File: config.mk
export PLATFORM = sky130hd
export DESIGN_NAME = oer_front_flat
export DESIGN_NICKNAME = d
export VERILOG_FILES = /design/src/hw/rtl/oer_pkg.sv /design/src/hw/rtl/oer_in_if.sv /design/src/hw/rtl/oer_front.sv /design/src/flat_wrapper.sv
export SDC_FILE = /design/constraint.sdc
export NUM_CORES = 1
export LEC_CHECK = 0
export BUFFER_PORTS_ARGS = -buffer_cell sky130_fd_sc_hd__buf_2
export CORE_AREA = 2 2 195 197
export DETAILED_ROUTE_END_ITERATION = 6
export DIE_AREA = 0 0 197 199
export PLACE_DENSITY = 0.3
export SLEW_MARGIN = 30
export SYNTH_ARGS = -nofsm -noshare
export SYNTH_HDL_FRONTEND = slang
export SYNTH_SLANG_ARGS = --single-unit
File: constraint.sdc
create_clock -name vclk -period 4.3
set_input_delay 1.29 -clock vclk [all_inputs]
set_output_delay 1.29 -clock vclk [all_outputs]
set_load 0.05 [all_outputs]
File: src/hw/rtl/oer_pkg.sv
// ----------------------------------------------------------------------------
// oer_pkg
// Shared types, constants and helpers of the overwriting event ring.
// ----------------------------------------------------------------------------
package oer_pkg;

  // ring geometry
  localparam int unsigned RingDepth = 256;
  localparam int unsigned IdxW      = (RingDepth > 1) ? $clog2(RingDepth) : 1;
  localparam int unsigned CntW      = $clog2(RingDepth + 1);

  // read request limits
  localparam int unsigned MaxRead = 64;
  localparam int unsigned ReadW   = 7;
  localparam int unsigned CmpW    = (CntW > ReadW) ? CntW : ReadW;

  // command queue between front and back
  localparam int unsigned CmdQDepth = 2;
  localparam int unsigned QPtrW     = (CmdQDepth > 1) ? $clog2(CmdQDepth) : 1;
  localparam int unsigned QCntW     = $clog2(CmdQDepth + 1);

  // region decode constants
  localparam logic [31:0] RegionImage     = 32'h0100_0000;
  localparam logic [31:0] RegionCommitted = 32'h0000_1000;
  localparam logic [7:0]  ProtExec        = 8'h10;
  localparam logic [7:0]  ProtExecRead    = 8'h20;
  localparam logic [7:0]  ProtExecRw      = 8'h40;
  localparam logic [7:0]  ProtExecWc      = 8'h80;

  typedef enum logic [1:0] {
    OP_EVENT = 2'd0,
    OP_READ  = 2'd1,
    OP_EXIT  = 2'd2,
    OP_RSVD  = 2'd3
  } opcode_e;

  typedef enum logic [1:0] {
    ST_ENTRY    = 2'd0,
    ST_EMPTY    = 2'd1,
    ST_ZERO_MAX = 2'd2
  } status_e;

  typedef enum logic {
    CMD_EVENT = 1'b0,
    CMD_READ  = 1'b1
  } cmd_kind_e;

  typedef enum logic {
    BK_IDLE    = 1'b0,
    BK_RD_DATA = 1'b1
  } back_state_e;

  typedef struct packed {
    logic [31:0] sequence_res;
    logic        alert;
    logic        error;
    logic [31:0] process_id;
    logic [31:0] thread_id;
    logic [63:0] start_address;
    logic [31:0] mem_type;
    logic [31:0] mem_protect;
    logic [31:0] mem_state;
  } entry_t;

  localparam int unsigned EntryW = $bits(entry_t);

  typedef struct packed {
    cmd_kind_e          kind;
    logic [ReadW-1:0]   want;
    entry_t             entry;
  } cmd_t;

  typedef struct packed {
    status_e status;
    entry_t  entry;
    logic    last;
  } out_item_t;

  function automatic logic [IdxW-1:0] next_slot(input logic [IdxW-1:0] i);
    return (i == IdxW'(RingDepth - 1)) ? '0 : i + 1'b1;
  endfunction

  function automatic logic exec_kind(input logic [31:0] prot);
    logic [7:0] b;
    b = prot[7:0];
    return (b == ProtExec) || (b == ProtExecRead) || (b == ProtExecRw) || (b == ProtExecWc);
  endfunction

endpackage

File: src/hw/rtl/oer_in_if.sv
// ----------------------------------------------------------------------------
// oer_in_if
// Request channel: thread-create events, read requests and thread exits.
// ----------------------------------------------------------------------------
interface oer_in_if;
  logic        valid;
  logic        ready;
  logic [1:0]  opcode;
  logic [31:0] process_id;
  logic [31:0] thread_id;
  logic [63:0] start_address;
  logic [31:0] mem_type;
  logic [31:0] mem_protect;
  logic [31:0] mem_state;
  logic        query_failed;
  logic [6:0]  read_max;

  modport source (
    output valid, opcode, process_id, thread_id, start_address,
           mem_type, mem_protect, mem_state, query_failed, read_max,
    input  ready
  );

  modport sink (
    input  valid, opcode, process_id, thread_id, start_address,
           mem_type, mem_protect, mem_state, query_failed, read_max,
    output ready
  );
endinterface

File: src/hw/rtl/oer_front.sv
// ----------------------------------------------------------------------------
// oer_front
// Accepts requests, drops thread exits, and classifies events (error, alert)
// and read sizes before they enter the command queue.
// ----------------------------------------------------------------------------
module oer_front (
  oer_in_if.sink         in_i,
  input  logic           q_full_i,
  output logic           push_o,
  output oer_pkg::cmd_t  cmd_o
);
  logic err;
  logic alert;
  logic acc;

  assign in_i.ready = !q_full_i;
  assign acc        = in_i.valid && in_i.ready;

  assign err   = in_i.query_failed || (in_i.start_address == 64'd0);
  assign alert = !err && (in_i.mem_state == oer_pkg::RegionCommitted) &&
                 (in_i.mem_type != oer_pkg::RegionImage) &&
                 oer_pkg::exec_kind(in_i.mem_protect);

  always_comb begin
    cmd_o      = '0;
    push_o     = 1'b0;
    unique case (oer_pkg::opcode_e'(in_i.opcode))
      oer_pkg::OP_EVENT: begin
        push_o     = acc;
        cmd_o.kind = oer_pkg::CMD_EVENT;
      end
      oer_pkg::OP_READ: begin
        push_o     = acc;
        cmd_o.kind = oer_pkg::CMD_READ;
      end
      default: begin
        push_o = 1'b0;
      end
    endcase
    // larger requests are capped at the read limit
    cmd_o.want = (in_i.read_max > oer_pkg::ReadW'(oer_pkg::MaxRead)) ?
                 oer_pkg::ReadW'(oer_pkg::MaxRead) : in_i.read_max;
    cmd_o.entry.process_id    = in_i.process_id;
    cmd_o.entry.thread_id     = in_i.thread_id;
    cmd_o.entry.start_address = in_i.start_address;
    cmd_o.entry.error         = err;
    cmd_o.entry.alert         = alert;
    cmd_o.entry.mem_type      = err ? 32'd0 : in_i.mem_type;
    cmd_o.entry.mem_protect   = err ? 32'd0 : in_i.mem_protect;
    cmd_o.entry.mem_state     = err ? 32'd0 : in_i.mem_state;
  end
endmodule

File: src/flat_wrapper.sv
// flat-port wrapper written by rule: the top's interface ports become plain ports
module oer_front_flat 
  (q_full_i, push_o, cmd_o, in_i_valid, in_i_opcode, in_i_process_id, in_i_thread_id, in_i_start_address, in_i_mem_type, in_i_mem_protect, in_i_mem_state, in_i_query_failed, in_i_read_max, in_i_ready);
  oer_in_if in_i_i ();
  input  logic q_full_i;
  output logic push_o;
  output oer_pkg::cmd_t cmd_o;
  input wire logic [$bits(in_i_i.valid)-1:0] in_i_valid;
  input wire logic [$bits(in_i_i.opcode)-1:0] in_i_opcode;
  input wire logic [$bits(in_i_i.process_id)-1:0] in_i_process_id;
  input wire logic [$bits(in_i_i.thread_id)-1:0] in_i_thread_id;
  input wire logic [$bits(in_i_i.start_address)-1:0] in_i_start_address;
  input wire logic [$bits(in_i_i.mem_type)-1:0] in_i_mem_type;
  input wire logic [$bits(in_i_i.mem_protect)-1:0] in_i_mem_protect;
  input wire logic [$bits(in_i_i.mem_state)-1:0] in_i_mem_state;
  input wire logic [$bits(in_i_i.query_failed)-1:0] in_i_query_failed;
  input wire logic [$bits(in_i_i.read_max)-1:0] in_i_read_max;
  output wire logic [$bits(in_i_i.ready)-1:0] in_i_ready;
  assign in_i_i.valid = in_i_valid;
  assign in_i_i.opcode = in_i_opcode;
  assign in_i_i.process_id = in_i_process_id;
  assign in_i_i.thread_id = in_i_thread_id;
  assign in_i_i.start_address = in_i_start_address;
  assign in_i_i.mem_type = in_i_mem_type;
  assign in_i_i.mem_protect = in_i_mem_protect;
  assign in_i_i.mem_state = in_i_mem_state;
  assign in_i_i.query_failed = in_i_query_failed;
  assign in_i_i.read_max = in_i_read_max;
  assign in_i_ready = in_i_i.ready;
  oer_front u_core (.in_i(in_i_i), .q_full_i(q_full_i), .push_o(push_o), .cmd_o(cmd_o));
endmodule
Yosys cells after proc, flatten, opt, wreduce, memory -nomap -nowiden
Index checks and enable logic that the tools add are counted.
- logic and storage cells: 27
- bits in registers: 0
- input port bits: 236
- output and inout port bits: 268
- reduce and logical (&&, ||, !) cells: 13
- muxes and demuxes: 6
- magnitude comparators: 1
- eq/ne operators: 7
- operators by type and width (cell ; number):
    $mux 32 ; 3
    $logic_not 64->1 ; 1
    $eq 32x13->1 const B ; 1
    $ne 32x25->1 const B ; 1
    $eq 8x5->1 const B ; 1
    $eq 8x6->1 const B ; 1
    $eq 8x7->1 const B ; 1
    $eq 8x8->1 const B ; 1
    $gt 7x7->1 const B ; 1
    $mux 7 ; 1
    $logic_and 1x1->1 ; 4
    $logic_or 1x1->1 ; 4
    $eq 2x1->1 const B ; 1
    $logic_not 1->1 ; 2
    $logic_not 2->1 ; 1
    $mux 1 ; 2
    $reduce_or 2->1 ; 1

Longest topological paths before layout
Gate-level depths: netlist (run 1).
- depth after elaboration: 6
- mapped depth: 7
- gate-level depth less buffers: 5

Least setup slack after synthesis (run 1)
No wires, ideal clock.
- path type: input to output
- from: in in_i_start_address[52]
- to: out cmd_o[65] in the netlist's numbering
- arrival: 2759 ps
- stages on the path: 6
- required time: 3010 ps
- setup slack: 251 ps
- buffers on the path: 2
- path through: nor4_1 > nand4_1 > o41a_1 > buf_4 > buf_6 > and2_1
- RTL lines (element ; line ; text):
    from (decl) ; flat_wrapper.sv:12 ; input wire logic [$bits(in_i_i.start_address)-1:0] in_i_start_address;
    to (decl) ; flat_wrapper.sv:7 ; output oer_pkg::cmd_t cmd_o;

==> key figures, run 1 <==
Final layout
  – FF+latch count: 0
  – Register area: 0 sq um
  – Filler cell count: 4354
  – Most common cell after layout, fill and taps aside: buf_2
  – Multi-input gate area: 0.00119 sq mm
  – Layout cells sized above 1: 69.1%
  – Clkbuf count: 0
  – # nets final: 805
  – Commonest cells after routing, fill and taps aside: 314 x buf_2, 90 x and2_1, 51 x buf_4
  – Area delta synth->final: 74.2%

Floorplanning
  – Die ar.: 0.0392 sq mm
  – Chip Width: 197 um
  – Num rows: 71
  – Vert. Die Dim: 199 um
  – Core area: about 0.037 sq mm
  – Initial core utilization: 6.10%
  – Ports: 504

Global route
  – First-pass GRT wire length: 14.1 mm
  – GRT Util Overall: between 4 and 5%
  – Vias in the first global route: 2612
  – Initial antenna violation count: 2
  – Largest net degree at the start of global routing: 78
  – Grt total ovfl: 0

Place
  – PortBufs: 344
  – Pre-CTS setup slack: -0.563 ns
  – DP HPWL: 10.4 mm
  – GPL Wtd Cong: 0.738

Synthesis
  – Post-synthesis simple-gate area fraction: 40.5%
  – XOR/XNOR share of the synthesized area: less than 1%
  – Post-synthesis sequential area ratio: 0%
  – Syn Std Cell Area: 0.00227 sq mm
  – Mux cell area share after synthesis: 0%
  – Mean Syn Cell Area: around 6.9 sq um
  – Synth Area in Adders: 0%
  – Combinational family with the most area after synthesis: buffers and inverters
  – Number of distinct library cells after synthesis: 18
  – Syn. warnings: 0
  – Compound-Gate Fraction of Synth Area: under 10%
  – Syn Inst Count: 329

Worst hold path
  – Hold EP: cmd_o[185]
  – Min-Delay Startpoint: in_i_thread_id[25]
  – Worst hold path type: input port to primary output
  – Hold path cells: 0

Outcome
  – Failing checks: negative setup slack
  – Status: finished, violations left

Detailed routing
  – DRT Pass-1 Iters: 3
  – Routed Antenna Nets: 0
  – Final WL: approximately 11 mm
  – Initial drt markers: 40
  – DR WL/cell: 10.9 um
  – Overall via count from detail_route: 2908
  – DRC: 0
  – Via-to-Cell Ratio: 2.79

Critical path
  – CP top delay family: buffers and inverters
  – Worst path required time: 3.01 ns
  – Crit end category: primary output
  – Crit-path max cell delay: around 0.56 ns
  – WP buf/inv: 4
  – Crit-path cells: buf_4 -> nor4_4 -> buf_4 -> nand4_1 -> o41a_4 -> buf_12 -> and2_1 -> buf_2
  – Data arrival, critical path: roughly 3.2 ns
  – Worst path slowest cell: o41a_4
  – Top cell by count, worst path: buf_4
  – Critical Path Fanout Max: 77
  – Critical path type: input port to primary output
  – Startpoint types: input port

Pwr
  – Leakage power: roughly 2.1 nW
  – VDD IR max: ~47 uV
  – PD cells: approximately 170 mW/mm^2
  – Power Total: 0.657 mW

STA
  – Final WS setup: -0.167 ns
  – Total negative slack: -10.61 ns
  – Final Slew Violations: 0
  – RSZ-0062 raised after global routing: yes
  – Fin crit share: 104%
  – Setup violators final: 92
  – Fmax: around 0.22 GHz
  – Minimum clock period after layout: roughly 4.5 ns
  – Final hold vios: 0

Clocking
  – Setup Fix Bufs, Post-CTS: 0

Job
  – Max-Cap Viols: 0
cells in the mapped netlist:
master     number  area share (%)
buf_4         163              54
and2_1         96              27
nor4_1         32             8.8
clkbuf_1        7             1.2
nand4_1         7             1.9
nor2b_1         7             1.9
buf_6           3             1.5
inv_1           3            0.50
xor2_1          2            0.77
and4_1          1            0.39
conb_1          1            0.17
nor3_1          1            0.22
nor3b_1         1            0.33
nor4b_1         1            0.39
o2111ai_1       1            0.39
o21ai_0         1            0.22
o22ai_1         1            0.28
o41a_1          1            0.50
cell families (layout without fill, tap and decap cells):
family          Yosys count  after routing
other cells               1             33
buf+inv                 176            383
compound gates            4              4
simple gates            146            146
xor+xnor                  2              2
power by group:
part	internal, mW	switching, mW
combinational	0.178	0.480
sequential	0	0
clock	0.0000000311	0
total	0.178	0.480
repair_timing:
item	CTS	global route
hold buffers	0	0
setup endpoints to repair	98	98
gates resized for setup	53	6
pin swaps	8	3
worst max-delay path by stage:
stage | from | end | slack [ns] | depth (start not counted)
after detailed placement | in_i_start_address[1] | cmd_o[63] | -0.56 | 8
after CTS | in_i_start_address[51] | cmd_o[63] | -0.19 | 7
after global routing | in_i_start_address[34] | cmd_o[49] | -0.24 | 8
after global placement | in_i_start_address[1] | cmd_o[46] | -0.62 | 8
after floorplan | in_i_start_address[52] | cmd_o[65] | 0.25 | 6
final | in_i_start_address[34] | cmd_o[46] | -0.17 | 8
stage by stage:
stage / area, sq um / util [%] / hold WS [ns] / cells
after CTS: 3920 / 10.6 / 2.58 / 1041
after detailed placement: 3710 / 10.0 / 2.58 / 1041
final: 3950 / 10.6 / 2.58 / 1042
after global routing: 3950 / 10.6 / 2.58 / 1042
after floorplan: 2380 / - / 2.75 / 360
after global placement: 3710 / 10.0 / 2.58 / 1041
final cells by class:
type,instances,share of cell area [%]
repair buffers,380,54.5
multi-input cells,184,30.1
well taps,474,15.0
inverters,3,0.285
diodes,1,0.0634
layer usage:
layer  share of wire, %  wire length (um)  up-vias  GRT usage (%)
met4                1.9               222        2          0.947
li1                   -                 -     1361              -
met5               0.11                13        -              0
met1                 33              3820     1245           4.29
met3                 11              1280       14           1.36
met2                 53              6070      286           10.3
Note: power is estimated with default switching activity, not from simulation.
==> run 2: changes to the inputs <==
--- a/config.mk
+++ b/config.mk
@@ -6,9 +6,9 @@
 export NUM_CORES = 1
 export LEC_CHECK = 0
 export BUFFER_PORTS_ARGS = -buffer_cell sky130_fd_sc_hd__buf_2
-export CORE_AREA = 2 2 195 197
+export CORE_AREA = 2 2 193 195
 export DETAILED_ROUTE_END_ITERATION = 6
-export DIE_AREA = 0 0 197 199
+export DIE_AREA = 0 0 195 197
 export PLACE_DENSITY = 0.3
 export SLEW_MARGIN = 30
 export SYNTH_ARGS = -nofsm -noshare
==> constraint.sdc (replaced) <==
create_clock -name vclk -period 5.5
set_input_delay 1.65 -clock vclk [all_inputs]
set_output_delay 1.65 -clock vclk [all_outputs]
set_load 0.05 [all_outputs]
==> key figures, run 2 (synthesis gave the netlist of run 1 again) <==
Outcome
  – Status: finished, final reports clean

STA
  – Fin crit share: 97.8%
  – Setup violators final: 0
  – Worst-Margin Slew: 0.633 ns
  – Slew HR: around 57%
  – Final hold vios: 0
  – Fmax: 0.186 GHz
  – Minimum clock period after layout: 5.38 ns
  – RSZ-0062 raised after global routing: no
  – Fin Hold WS: 3.30 ns
  – Total negative slack: 0 ns
  – Final Slew Violations: 0

Worst hold path
  – Worst hold path type: input port to primary output

Detailed routing
  – DRT Pass-1 Iters: 4
  – Initial drt markers: 49
  – Via-to-Cell Ratio: 2.72
  – Overall via count from detail_route: 2745
  – Final WL: approximately 11 mm
  – DR WL/cell: 11.0 um
  – DRC: 0
  – Routed Antenna Nets: 0

Floorplanning
  – Ports: 504
  – Die ar.: 0.0384 sq mm
  – Initial core utilization: 6.25%
  – Num rows: 70
  – Chip Width: between 150 and 200 um
  – Core area: 0.0363 sq mm
  – Vert. Die Dim: about 200 um

Final layout
  – Filler cell count: 4308
  – Clkbuf count: 0
  – Layout cells sized above 1: 66.2%
  – Most common cell after layout, fill and taps aside: buf_2
  – Area delta synth->final: 56.1%
  – FF+latch count: 0
  – Register area: 0 sq um
  – ANT cells: 0
  – Commonest cells after routing, fill and taps aside: 343 x buf_2, 96 x and2_1, 32 x conb_1
  – # nets final: 779

Critical path
  – Data arrival, critical path: 3.73 ns
  – Crit end category: primary output
  – Worst path required time: 3.85 ns
  – Startpoint types: input port
  – Critical Path Fanout Max: 77
  – Critical path type: input port to primary output

Pwr
  – PD cells: 136 mW/mm^2
  – Comb power frac: 100.0%
  – Power Total: 0.481 mW
  – VDD IR max: roughly 33 uV
  – Leakage power: 1.93 nW
  – Switching portion of total power: 76.0%
  – Clock Power Share: 0%
  – Sequential Power Share: 0%
  – Pint: roughly 0.12 mW
  – P_sw: about 0.37 mW

Place
  – DP HPWL: 10.1 mm
  – GPL Wtd Cong: 0.684
  – PortBufs: between 300 and 400

Job
  – Max-Cap Viols: 0

Global route
  – First-pass GRT wire length: around 14 mm
  – Initial antenna violation count: 1
  – Largest net degree at the start of global routing: 78
  – Vias in the first global route: 2562
  – GRT Util Overall: 4.94%
  – Grt total ovfl: 0

Clocking
  – Hold_buf cts: 0
[run 2: cell count changes in the layout (fill, tap and decap cells not counted), moves of 2 or more]
cell      before  now
and2_1        90   96
and2_4         6    0
buf_2        314  343
buf_4         51    9
buf_6          4    0
buf_8          6    0
clkbuf_4       3    0
nor4_1        27   29
nor4_2         0    2
nor4_4         5    1
[run 2: worst paths after layout]
path / startpoint / endpoint / slack, ns / cells past startpoint
setup / recovery: in_i_start_address[40] / cmd_o[0] / 0.12 / 7
hold / removal: in_i_thread_id[23] / cmd_o[183] / 3.30 / 0
[run 2: through the flow]
step	std cells	cell area, sq um	utilization (%)	setup WS [ns]
5_1_grt	1009	3540	9.75	0.0509
3_5_place_dp	1009	3510	9.68	-0.110
6_report	1009	3540	9.75	0.122
2_1_floorplan	360	2380	-	0.731
3_3_place_gp	1009	3510	9.68	-0.0400
4_1_cts	1009	3520	9.71	0.00693
[run 2: timing repair]
action | in CTS | in global routing
endpoints found under the setup margin | 98 | 76
resized for setup | 2 | 2
buffers inserted | 0 | 0
[run 2: final cells by class]
cell class | count | area, sq um | share of cell area [%]
inverter | 3 | 11.3 | 0.318
multi-input combinational | 184 | 1120 | 31.6
timing repair buffer | 354 | 1820 | 51.6
tap | 468 | 586 | 16.6
[run 2: metal layers]
metal	track usage [%]	up-vias	share of wire (%)
met4	0.990	2	1.9
met5	0.766	-	0.35
met1	4.76	1127	34
li1	-	1305	-
met2	9.51	297	50
met3	2.29	14	14
[run 2: critical path, stage by stage]
cell     delay (ns)
buf_2          0.12
nor4_1         0.57
nand4_1        0.21
o41a_2         0.47
buf_12         0.18
and2_1         0.23
buf_2          0.20
[run 2: power groups by stage]
stage                     clock (mW)  combinational (mW)  sequential [mW]
after detailed placement           0               0.482                0
final                              0               0.481                0
after floorplan                    0               0.509                0
after global routing               0               0.503                0
after CTS                          0               0.483                0
after global placement             0               0.487                0
