`config.mk`:
```
export PLATFORM = sky130hd
export DESIGN_NAME = oer_cmd_fifo
export DESIGN_NICKNAME = d
export VERILOG_FILES = /design/src/hw/rtl/oer_pkg.sv /design/src/hw/rtl/oer_cmd_fifo.sv
export SDC_FILE = /design/constraint.sdc
export NUM_CORES = 1
export LEC_CHECK = 0
export BUFFER_PORTS_ARGS = -buffer_cell sky130_fd_sc_hd__buf_4
export CELL_PAD_IN_SITES_DETAIL_PLACEMENT = 2
export CELL_PAD_IN_SITES_GLOBAL_PLACEMENT = 2
export CORE_MARGIN = 10
export CORE_UTILIZATION = 35
export CTS_CLUSTER_DIAMETER = 40
export DETAILED_ROUTE_END_ITERATION = 10
export PLACE_DENSITY = 0.79
export REMOVE_ABC_BUFFERS = 1
export SYNTH_ARGS = -nofsm -noshare
export SYNTH_HDL_FRONTEND = slang
export SYNTH_SLANG_ARGS = --single-unit
```
`constraint.sdc`:
```
create_clock -name clk_i -period 13.25 [get_ports clk_i]
set_input_delay 1.9875 -clock clk_i [delete_from_list [all_inputs] [get_ports clk_i]]
set_output_delay 1.9875 -clock clk_i [all_outputs]
set_load 0.01 [all_outputs]
```
`src/hw/rtl/oer_pkg.sv`:
```
// ----------------------------------------------------------------------------
// oer_pkg
// Shared types, constants and helpers of the overwriting event ring.
// ----------------------------------------------------------------------------
package oer_pkg;

  // ring geometry
  localparam int unsigned RingDepth = 256;
  localparam int unsigned IdxW      = (RingDepth > 1) ? $clog2(RingDepth) : 1;
  localparam int unsigned CntW      = $clog2(RingDepth + 1);

  // read request limits
  localparam int unsigned MaxRead = 64;
  localparam int unsigned ReadW   = 7;
  localparam int unsigned CmpW    = (CntW > ReadW) ? CntW : ReadW;

  // command queue between front and back
  localparam int unsigned CmdQDepth = 2;
  localparam int unsigned QPtrW     = (CmdQDepth > 1) ? $clog2(CmdQDepth) : 1;
  localparam int unsigned QCntW     = $clog2(CmdQDepth + 1);

  // region decode constants
  localparam logic [31:0] RegionImage     = 32'h0100_0000;
  localparam logic [31:0] RegionCommitted = 32'h0000_1000;
  localparam logic [7:0]  ProtExec        = 8'h10;
  localparam logic [7:0]  ProtExecRead    = 8'h20;
  localparam logic [7:0]  ProtExecRw      = 8'h40;
  localparam logic [7:0]  ProtExecWc      = 8'h80;

  typedef enum logic [1:0] {
    OP_EVENT = 2'd0,
    OP_READ  = 2'd1,
    OP_EXIT  = 2'd2,
    OP_RSVD  = 2'd3
  } opcode_e;

  typedef enum logic [1:0] {
    ST_ENTRY    = 2'd0,
    ST_EMPTY    = 2'd1,
    ST_ZERO_MAX = 2'd2
  } status_e;

  typedef enum logic {
    CMD_EVENT = 1'b0,
    CMD_READ  = 1'b1
  } cmd_kind_e;

  typedef enum logic {
    BK_IDLE    = 1'b0,
    BK_RD_DATA = 1'b1
  } back_state_e;

  typedef struct packed {
    logic [31:0] sequence_res;
    logic        alert;
    logic        error;
    logic [31:0] process_id;
    logic [31:0] thread_id;
    logic [63:0] start_address;
    logic [31:0] mem_type;
    logic [31:0] mem_protect;
    logic [31:0] mem_state;
  } entry_t;

  localparam int unsigned EntryW = $bits(entry_t);

  typedef struct packed {
    cmd_kind_e          kind;
    logic [ReadW-1:0]   want;
    entry_t             entry;
  } cmd_t;

  typedef struct packed {
    status_e status;
    entry_t  entry;
    logic    last;
  } out_item_t;

  function automatic logic [IdxW-1:0] next_slot(input logic [IdxW-1:0] i);
    return (i == IdxW'(RingDepth - 1)) ? '0 : i + 1'b1;
  endfunction

  function automatic logic exec_kind(input logic [31:0] prot);
    logic [7:0] b;
    b = prot[7:0];
    return (b == ProtExec) || (b == ProtExecRead) || (b == ProtExecRw) || (b == ProtExecWc);
  endfunction

endpackage

```
`src/hw/rtl/oer_cmd_fifo.sv`:
```
// ----------------------------------------------------------------------------
// oer_cmd_fifo
// Short command queue between the front and back parts.
// ----------------------------------------------------------------------------
module oer_cmd_fifo (
  input  logic           clk_i,
  input  logic           rst_ni,
  input  logic           push_i,
  input  oer_pkg::cmd_t  cmd_i,
  output logic           full_o,
  output logic           valid_o,
  output oer_pkg::cmd_t  cmd_o,
  input  logic           pop_i
);
  oer_pkg::cmd_t                slot_q [oer_pkg::CmdQDepth];
  logic [oer_pkg::QPtrW-1:0]    wr_ptr_q, wr_ptr_d;
  logic [oer_pkg::QPtrW-1:0]    rd_ptr_q, rd_ptr_d;
  logic [oer_pkg::QCntW-1:0]    cnt_q, cnt_d;
  logic                         do_push;
  logic                         do_pop;

  function automatic logic [oer_pkg::QPtrW-1:0] ptr_inc(input logic [oer_pkg::QPtrW-1:0] p);
    return (p == oer_pkg::QPtrW'(oer_pkg::CmdQDepth - 1)) ? '0 : p + 1'b1;
  endfunction

  assign full_o  = (cnt_q == oer_pkg::QCntW'(oer_pkg::CmdQDepth));
  assign valid_o = (cnt_q != '0);
  assign cmd_o   = slot_q[rd_ptr_q];
  assign do_push = push_i && !full_o;
  assign do_pop  = pop_i && valid_o;

  always_comb begin
    wr_ptr_d = do_push ? ptr_inc(wr_ptr_q) : wr_ptr_q;
    rd_ptr_d = do_pop ? ptr_inc(rd_ptr_q) : rd_ptr_q;
    cnt_d    = cnt_q;
    if (do_push && !do_pop) begin
      cnt_d = cnt_q + 1'b1;
    end else if (do_pop && !do_push) begin
      cnt_d = cnt_q - 1'b1;
    end
  end

  always_ff @(posedge clk_i or negedge rst_ni) begin
    if (!rst_ni) begin
      wr_ptr_q <= '0;
      rd_ptr_q <= '0;
      cnt_q    <= '0;
    end else begin
      wr_ptr_q <= wr_ptr_d;
      rd_ptr_q <= rd_ptr_d;
      cnt_q    <= cnt_d;
    end
  end

  always_ff @(posedge clk_i) begin
    if (do_push) begin
      slot_q[wr_ptr_q] <= cmd_i;
    end
  end
endmodule

```
[Word-level counts from Yosys, hierarchy flattened]
Memories as Yosys holds them, arrays and structs flattened.
Index checks and enable logic that the tools add are counted.
Storage, ports and cells
  memories kept: 1
  register bits: 4
  bits in writable memories: 532
  bits of input ports: 270
Cells by class
  add/sub/neg operators: 4
  multiplexer cells: 6
  reductions and logical operators: 9
  equality and inequality tests: 1
Memory list
  slot_q: depth 2, bits a word 266, read ports 1, clocked after Yosys merged registers in 0, wr ports 1, line oer_cmd_fifo.sv:15  | oer_pkg::cmd_t slot_q [oer_pkg::CmdQDepth];
Operator list (number)
  logical AND 1 bit: 4
  two-way mux 1 bit: 4
  two-way mux 2 bit: 2
  nonzero test 2 bit: 2
  logical NOT 1 bit: 3
  adder 1 bit, second input constant: 2
  adder 2 x 1 -> 2 bit, second input constant: 1
  == test 2 bit, second input constant: 1
  subtractor 2 x 1 -> 2 bit, second input constant: 1

[Logic depth before layout (Yosys ltp)]
Gate-level depths: netlist (run 1).
  word-level depth: 7
  gate-level depth with buffers: 7

[Least setup slack after synthesis (run 1)]
No wires, ideal clock.
  kind: input to register
  from: in push_i
  to: mem slot_q[0][0] in the netlist's numbering (enable)
  arrival: 13093 ps
  buffers on the path: 0
  path slack: -741 ps
  library setup time: 898 ps
  stages: 2
  cell sequence: nand2_1 -> nor2_1
On the way
  cells in the longest elaborated chain, start to end: 3
Ends and longest elaborated chain
  from (decl): line oer_cmd_fifo.sv:8  | input logic push_i,
  logical AND 1 bit: line oer_cmd_fifo.sv:29  | assign do_push = push_i && !full_o;
  two-way mux 1 bit: line oer_cmd_fifo.sv:56  | if (do_push) begin
  two-way mux 1 bit (not written as such): line oer_cmd_fifo.sv:57  | slot_q[wr_ptr_q] <= cmd_i;
  to (decl): line oer_cmd_fifo.sv:15
No other way between the ends.

==> summary.txt, run 1 <==
Detailed routing
  – Routed WL: 63,600 um
  – Iter 0 DRT Violations: 582
  – DRT antenna net count: 0
  – Vias/cell: 4.62
  – 1st-pass router iterations: 5
  – Vias: 10,580
  – DR DRC count: 0
  – DR WL/cell: 27.8 um

Power and ir drop
  – Design Power: 6.94 mW
  – Clock group share of total power: 32.9%
  – Combinational share of power: 31.2%
  – Net Sw Frac: 29.7%
  – Lkg Pwr: 11.1 nW
  – Worst IR Drop VDD: 0.172 mV
  – Int Power: 4.88 mW
  – Sequential power share: 35.9%
  – Psw: 2.06 mW
  – PD cells: 247 nW/um2

Worst setup path
  – CP max-delay cell: buf_4
  – Arrival @ worst endpoint: 3.91 ns
  – Most frequent CP cell: buf_4
  – Crit Path Class: reg2out
  – WP buf/inv: 3
  – Critical Path End Type: output port
  – CP max FO: 64
  – Critical Path RT: 11.26 ns
  – CP startpoint kind: register
  – Cell family with most CP delay: buffers and inverters
  – CP peak stage delay: 0.95 ns
  – Critical path cell sequence: buf_4 > buf_4 > mux2_2 > buf_4

Cells and area
  – Area growth, synth to finish: 38.0%
  – Filler cell count: 5,154
  – Final nets: 1,720
  – Final Non-Filler Cells: 2,291
  – Commonest non-fill, non-tap cell in the layout: buf_4
  – Area taken by multi-input logic gates: 3960 um2
  – Commonest non-fill, non-tap cells in the layout: 544 x buf_4, 532 x edfxtp_1, 230 x mux2_4
  – Layout cell share with drive strength beyond 1: 63.1%
  – Register area: 16,100 um2
  – Final instance area: 28,100 um2

Worst hold path
  – Hold crit path type: reg2reg

Timing
  – Tcrit/Tclk final: 44.5%
  – Final setup vio count: 0
  – Slew HR: 22.7%
  – Hold Fails Final Rpt: 0
  – Unrepaired setup endpoints after global routing: no
  – Least-Margin Pin Slew: 1.16 ns
  – Skew final: 0.0241 ns
  – Fin. max-slew vios: 0
  – FMAX: 170 MHz
  – Setup tns final: 0 ns
  – Min Tclk post-route: 5.89 ns

Placed design
  – Final HPWL DP: 44,100 um
  – Dpl cells: 2,128
  – Placer Congestion: 0.797
  – Placed cell areas: 25,100 um2
  – # port buffers: 537

GRT
  – Total global routing overflow: 0
  – Initial antenna violation count: 8
  – Largest net degree at the start of global routing: 149
  – Number of global-route vias before repair: 12,204
  – First-pass GRT wire length: 88,400 um
  – GR Util All Layers: 17.9%

Clock network
  – Hold-fix buffers at CTS: 0
  – TritonCTS Buffers: 84
  – Max Buffers Root-to-Sink: 3
  – Clock transition at the registers of the reported paths: 0.06 ns
  – Post-CTS Resized: 0
  – TritonCTS clock tree: built
  – Clk Latency, worst-skew pair: 0.62 ns
  – H-Tree Depth: 3
  – Setup bufs post-CTS: 0
  – Root buf cell: clkbuf_16
  – Sink Count: 536

Logic synthesis
  – Synth area leader: edfxtp_1
  – Flops & latches, synth: 536
  – Yosys warns: 0
  – Mean Syn Cell Area: 24.0 um2
  – Synth top area share: 78.5%
  – Synthesized instance count: 847
  – Count of different cell masters after synthesis: 15
  – Mapped Area: 20,400 um2
  – Synth top area cells: edfxtp_1 78%, mux2_4 17%, mux2_2 2.0%
  – Seq/Total Area, Yosys: 79.0%

Status
  – Status: finished clean

Floorplanning
  – Die Span Y: 261 um
  – Core area: 57,600 um2
  – Die area: 68,200 um2
  – IO Pins: 538
  – Row count: 88
  – Horiz. Die Dim: 261 um
  – Initial Util: 35.3%

Job
  – Max cap viols: 0
-- metrics by stage --
stage	setup slack (ns)	hold WS [ns]	utilization, %
floorplan	-0.741	0.456	-
global placement	7.98	0.471	43.6
detailed placement	7.94	0.496	43.6
CTS	7.30	0.515	48.7
global route	7.17	0.545	48.8
finish	7.36	0.510	48.8
-- worst paths after layout --
check	start	end	slack [ns]	depth (start not counted)
max in group asynchronous	rst_ni	rd_ptr_q$_DFFE_PN0P_	11.97	1
setup / recovery	rd_ptr_q$_DFFE_PN0P_	cmd_o[244]	7.36	4
hold / removal	cnt_q[1]$_DFFE_PN0P_	cnt_q[1]$_DFFE_PN0P_	0.51	1
setup reg to reg	cnt_q[0]$_DFFE_PN0P_	slot_q[0][62]$_DFFE_PP_	9.42	6
hold reg to reg	cnt_q[1]$_DFFE_PN0P_	cnt_q[1]$_DFFE_PN0P_	0.51	1
min in group asynchronous	rst_ni	wr_ptr_q$_DFFE_PN0N_	1.16	1
-- cell usage after synthesis --
master    count
edfxtp_1    532
mux2_4      230
mux2_2       36
buf_6        27
dfrtp_1       4
buf_2         3
xnor2_1       3
inv_1         2
nand2_1       2
nor2_1        2
xor2_1        2
and3_1        1
ha_1          1
nand2b_1      1
or2_2         1
-- power groups by stage --
stage               logic (mW)  registers (mW)  clock network [mW]
floorplan                 1.52            2.73                   0
global placement          2.14            2.48                   0
detailed placement        2.19            2.52                   0
CTS                       2.21            2.50                2.34
global route              2.28            2.52                2.41
finish                    2.17            2.49                2.29
-- layer usage --
metal	vias up	part of all wire (%)	track usage, %
li1	4618	-	-
met1	5435	34	17.8
met2	422	56	33.6
met3	103	6.9	5.99
met4	2	3.2	7.27
met5	-	0.020	0
-- kinds of logic after synthesis --
family | share of synthesized area (%)
xor+xnor | 0.215
fa+ha+maj | 0.0615
flops | 79.0
simple gates | 0.166
buf+inv | 1.60
mux | 19.0
-- flip-flops by register name, indices dropped and copies added (netlist names) --
| name | count |
|---|---|
| slot_q | 532 |
| cnt_q | 2 |
| rd_ptr_q | 1 |
| wr_ptr_q | 1 |
-- cell type report --
class / instances / area share [%]
flip-flops and latches: 536 / 57.2
repair buffers: 546 / 14.7
multi-input cells: 279 / 14.1
clock buffers: 91 / 7.65
well taps: 765 / 3.41
clock inverters: 65 / 2.82
diodes: 7 / 0.0624
inverters: 2 / 0.0267
(Power assumes the default switching activity.)
==> run 2, diff against run 1 <==
--- a/config.mk
+++ b/config.mk
@@ -5,6 +5,7 @@
 export SDC_FILE = /design/constraint.sdc
 export NUM_CORES = 1
 export LEC_CHECK = 0
+export ABC_AREA = 1
 export BUFFER_PORTS_ARGS = -buffer_cell sky130_fd_sc_hd__buf_4
 export CELL_PAD_IN_SITES_DETAIL_PLACEMENT = 2
 export CELL_PAD_IN_SITES_GLOBAL_PLACEMENT = 2
@@ -12,7 +13,7 @@
 export CORE_UTILIZATION = 35
 export CTS_CLUSTER_DIAMETER = 40
 export DETAILED_ROUTE_END_ITERATION = 10
-export PLACE_DENSITY = 0.79
+export PLACE_DENSITY = 0.84
 export REMOVE_ABC_BUFFERS = 1
 export SYNTH_ARGS = -nofsm -noshare
 export SYNTH_HDL_FRONTEND = slang
==> constraint.sdc (replaced) <==
create_clock -name clk_i -period 6.1 [get_ports clk_i]
set_input_delay 0.915 -clock clk_i [delete_from_list [all_inputs] [get_ports clk_i]]
set_output_delay 0.915 -clock clk_i [all_outputs]
set_load 0.01 [all_outputs]
==> summary.txt, run 2 <==
Detailed routing
  – Vias/cell: 4.79
  – 1st-pass router iterations: 5
  – DR WL/cell: 27.3 um
  – DRT antenna net count: 0
  – DR DRC count: 0
  – Vias: 13,510
  – Routed WL: 76,900 um
  – Iter 0 DRT Violations: 777

Cells and area
  – Filler cell count: 5,344
  – Commonest non-fill, non-tap cell in the layout: nand2_1
  – Largest register FFs: 532
  – Final Non-Filler Cells: 2,822
  – Commonest non-fill, non-tap cells in the layout: 809 x nand2_1, 540 x buf_4, 532 x edfxtp_1
  – Final nets: 2,262
  – Area growth, synth to finish: 37.8%
  – Largest regs: slot_q: 532 flops, cnt_q: 2 flops
  – Most flop-heavy register: slot_q
  – Final core utilization: 48.9%
  – Layout cell share with drive strength beyond 1: 33.0%

Power and ir drop
  – Lkg Pwr: 11.4 nW
  – Worst IR Drop VDD: 0.334 mV
  – PD cells: 551 nW/um2

Logic synthesis
  – Most common cell in the synthesized netlist: nand2_1
  – Async S/R FF share, synth: 0.746%
  – Flops & latches, synth: 536
  – Seq/Total Area, Yosys: 81.7%
  – Count of different cell masters after synthesis: 16
  – Mean Syn Cell Area: 13.8 um2
  – Synth top area share: 81.2%
  – Yosys warns: 0
  – Synth top area cells: edfxtp_1 81%, nand2_1 15%, buf_6 1.4%
  – Post-synth top cells: 809 x nand2_1, 532 x edfxtp_1, 27 x buf_2
  – Post-synth EDFFs: 532
  – Synthesized instance count: 1,421
  – Synth area leader: edfxtp_1
  – Mapped Area: 19,700 um2
  – Ys flop type: edfxtp_1

Placed design
  – Final HPWL DP: 49,300 um
  – Placer Congestion: 0.807
  – # port buffers: 537
  – Dpl cells: 2,655

Floorplanning
  – Die area: 66,100 um2
  – Row count: 86
  – Initial Util: 35.5%
  – Core area: 55,400 um2
  – IO Pins: 538
  – Die Span Y: 257 um
  – Horiz. Die Dim: 257 um

Timing
  – Setup tns final: 0 ns
  – Slew HR: 31.9%
  – Skew final: 0.0229 ns
  – Tcrit/Tclk final: 68.3%
  – Final setup vio count: 0
  – FMAX: 240 MHz
  – Unrepaired setup endpoints after global routing: no
  – Min Tclk post-route: 4.16 ns
  – Least-Margin Pin Slew: 1.02 ns
  – Hold Fails Final Rpt: 0
  – Fin. max-slew vios: 0

Job
  – Max cap viols: 0

Clock network
  – Hold-fix buffers at CTS: 0
  – Setup bufs post-CTS: 0
  – TritonCTS clock tree: built
  – Clk Latency, worst-skew pair: 0.60 ns
  – Post-CTS Resized: 0
  – TritonCTS Buffers: 82
  – Root buf cell: clkbuf_16
  – Clock transition at the registers of the reported paths: 0.06 ns
  – Sink Count: 536
  – Max Buffers Root-to-Sink: 3
  – H-Tree Depth: 3

GRT
  – GR Util All Layers: 22.6%
  – Number of global-route vias before repair: 15,730
  – Largest net degree at the start of global routing: 150
  – Total global routing overflow: 0
  – First-pass GRT wire length: 111,000 um
  – Initial antenna violation count: 21

Worst setup path
  – Critical Path RT: 5.18 ns
  – Arrival @ worst endpoint: 3.25 ns
  – Crit Path Class: reg2out
  – Critical Path End Type: output port
  – CP max FO: 111
  – CP startpoint kind: register

Status
  – Status: finished clean

Worst hold path
  – Hold crit path type: in2async
## run 2: cell count changes in the layout (fill, tap and decap cells not counted), sizes merged, moves of 2 or more
cell      before  now
nand2          2  809
mux2         266    0
diode          7   18
inv           21   14
clkbuf        91   94
clkinvlp       8   11
bufinv        12   10
clkinv        26   28
nand3          0    2
xnor2          3    1
xor2           2    0
## run 2: cells by family (layout without fill, tap and decap cells)
group                      after synthesis  after routing  synth area share (%)
AOI/OAI and AO/OA                        1              1                0.0254
xor gates and xnor gates                 1              1                0.0445
adders and majority gates                1              1                0.0636
buffers and inverters                   67            702                  2.55
DFF                                    536            536                  81.7
other                                    0             18                     0
and+or+nand+nor                        815            815                  15.6
## run 2: power by group
group	total [mW]	switching, mW	internal [mW]
Combinational	4.76	3.08	1.68
Clock	4.77	1.79	2.98
Sequential	5.40	0.360	5.04
Total	14.9	5.24	9.70
## run 2: critical path, stage by stage, from the launching register on
cell and delay (ns):
dfrtp_4 0.80, inv_8 0.65, buf_4 0.60, nand2_1 0.17
nand2_1 0.13, buf_4 0.14
## run 2: cell type report
class | instances | area, um2 | area share [%]
Clock buffer | 94 | 2160 | 7.97
Multi-Input combinational cell | 818 | 3100 | 11.4
Tap cell | 748 | 936 | 3.45
Sequential cell | 536 | 16100 | 59.3
Inverter | 8 | 45.0 | 0.166
Timing Repair Buffer | 545 | 4150 | 15.3
Antenna cell | 18 | 45.0 | 0.166
Clock inverter | 55 | 592 | 2.18
## run 2: per-stage QoR
step | hold WS (ns) | area, um2 | total power, mW | worst slack, ns
finish | 0.0993 | 27100 | 14.9 | 1.94
global route | 0.0688 | 27100 | 15.6 | 1.71
detailed placement | 0.481 | 24300 | 10.2 | 2.61
global placement | 0.458 | 24300 | 9.85 | 2.71
floorplan | 0.442 | 19200 | 7.79 | -6.83
CTS | 0.0582 | 27100 | 15.2 | 1.86
## run 2: routing by layer
layer,track usage (%),vias to the layer above,wire length (um)
met4,11.6,6,3100
met2,41.3,486,42100
li1,-,5987,-
met5,0,-,44
met1,23.0,6875,26600
met3,6.84,156,5130
## run 2: final timing paths
check / start / end / cells after the start / slack [ns]
max in group asynchronous: rst_ni / rd_ptr_q$_DFFE_PN0P_ / 1 / 5.88
max: rd_ptr_q$_DFFE_PN0P_ / cmd_o[189] / 5 / 1.94
min in group clk_i: cmd_i[118] / slot_q[0][118]$_DFFE_PP_ / 1 / 0.48
min: rst_ni / wr_ptr_q$_DFFE_PN0N_ / 1 / 0.1
max reg2reg: cnt_q[1]$_DFFE_PN0P_ / slot_q[0][213]$_DFFE_PP_ / 6 / 3.26
min reg2reg: cnt_q[1]$_DFFE_PN0P_ / cnt_q[1]$_DFFE_PN0P_ / 2 / 0.49
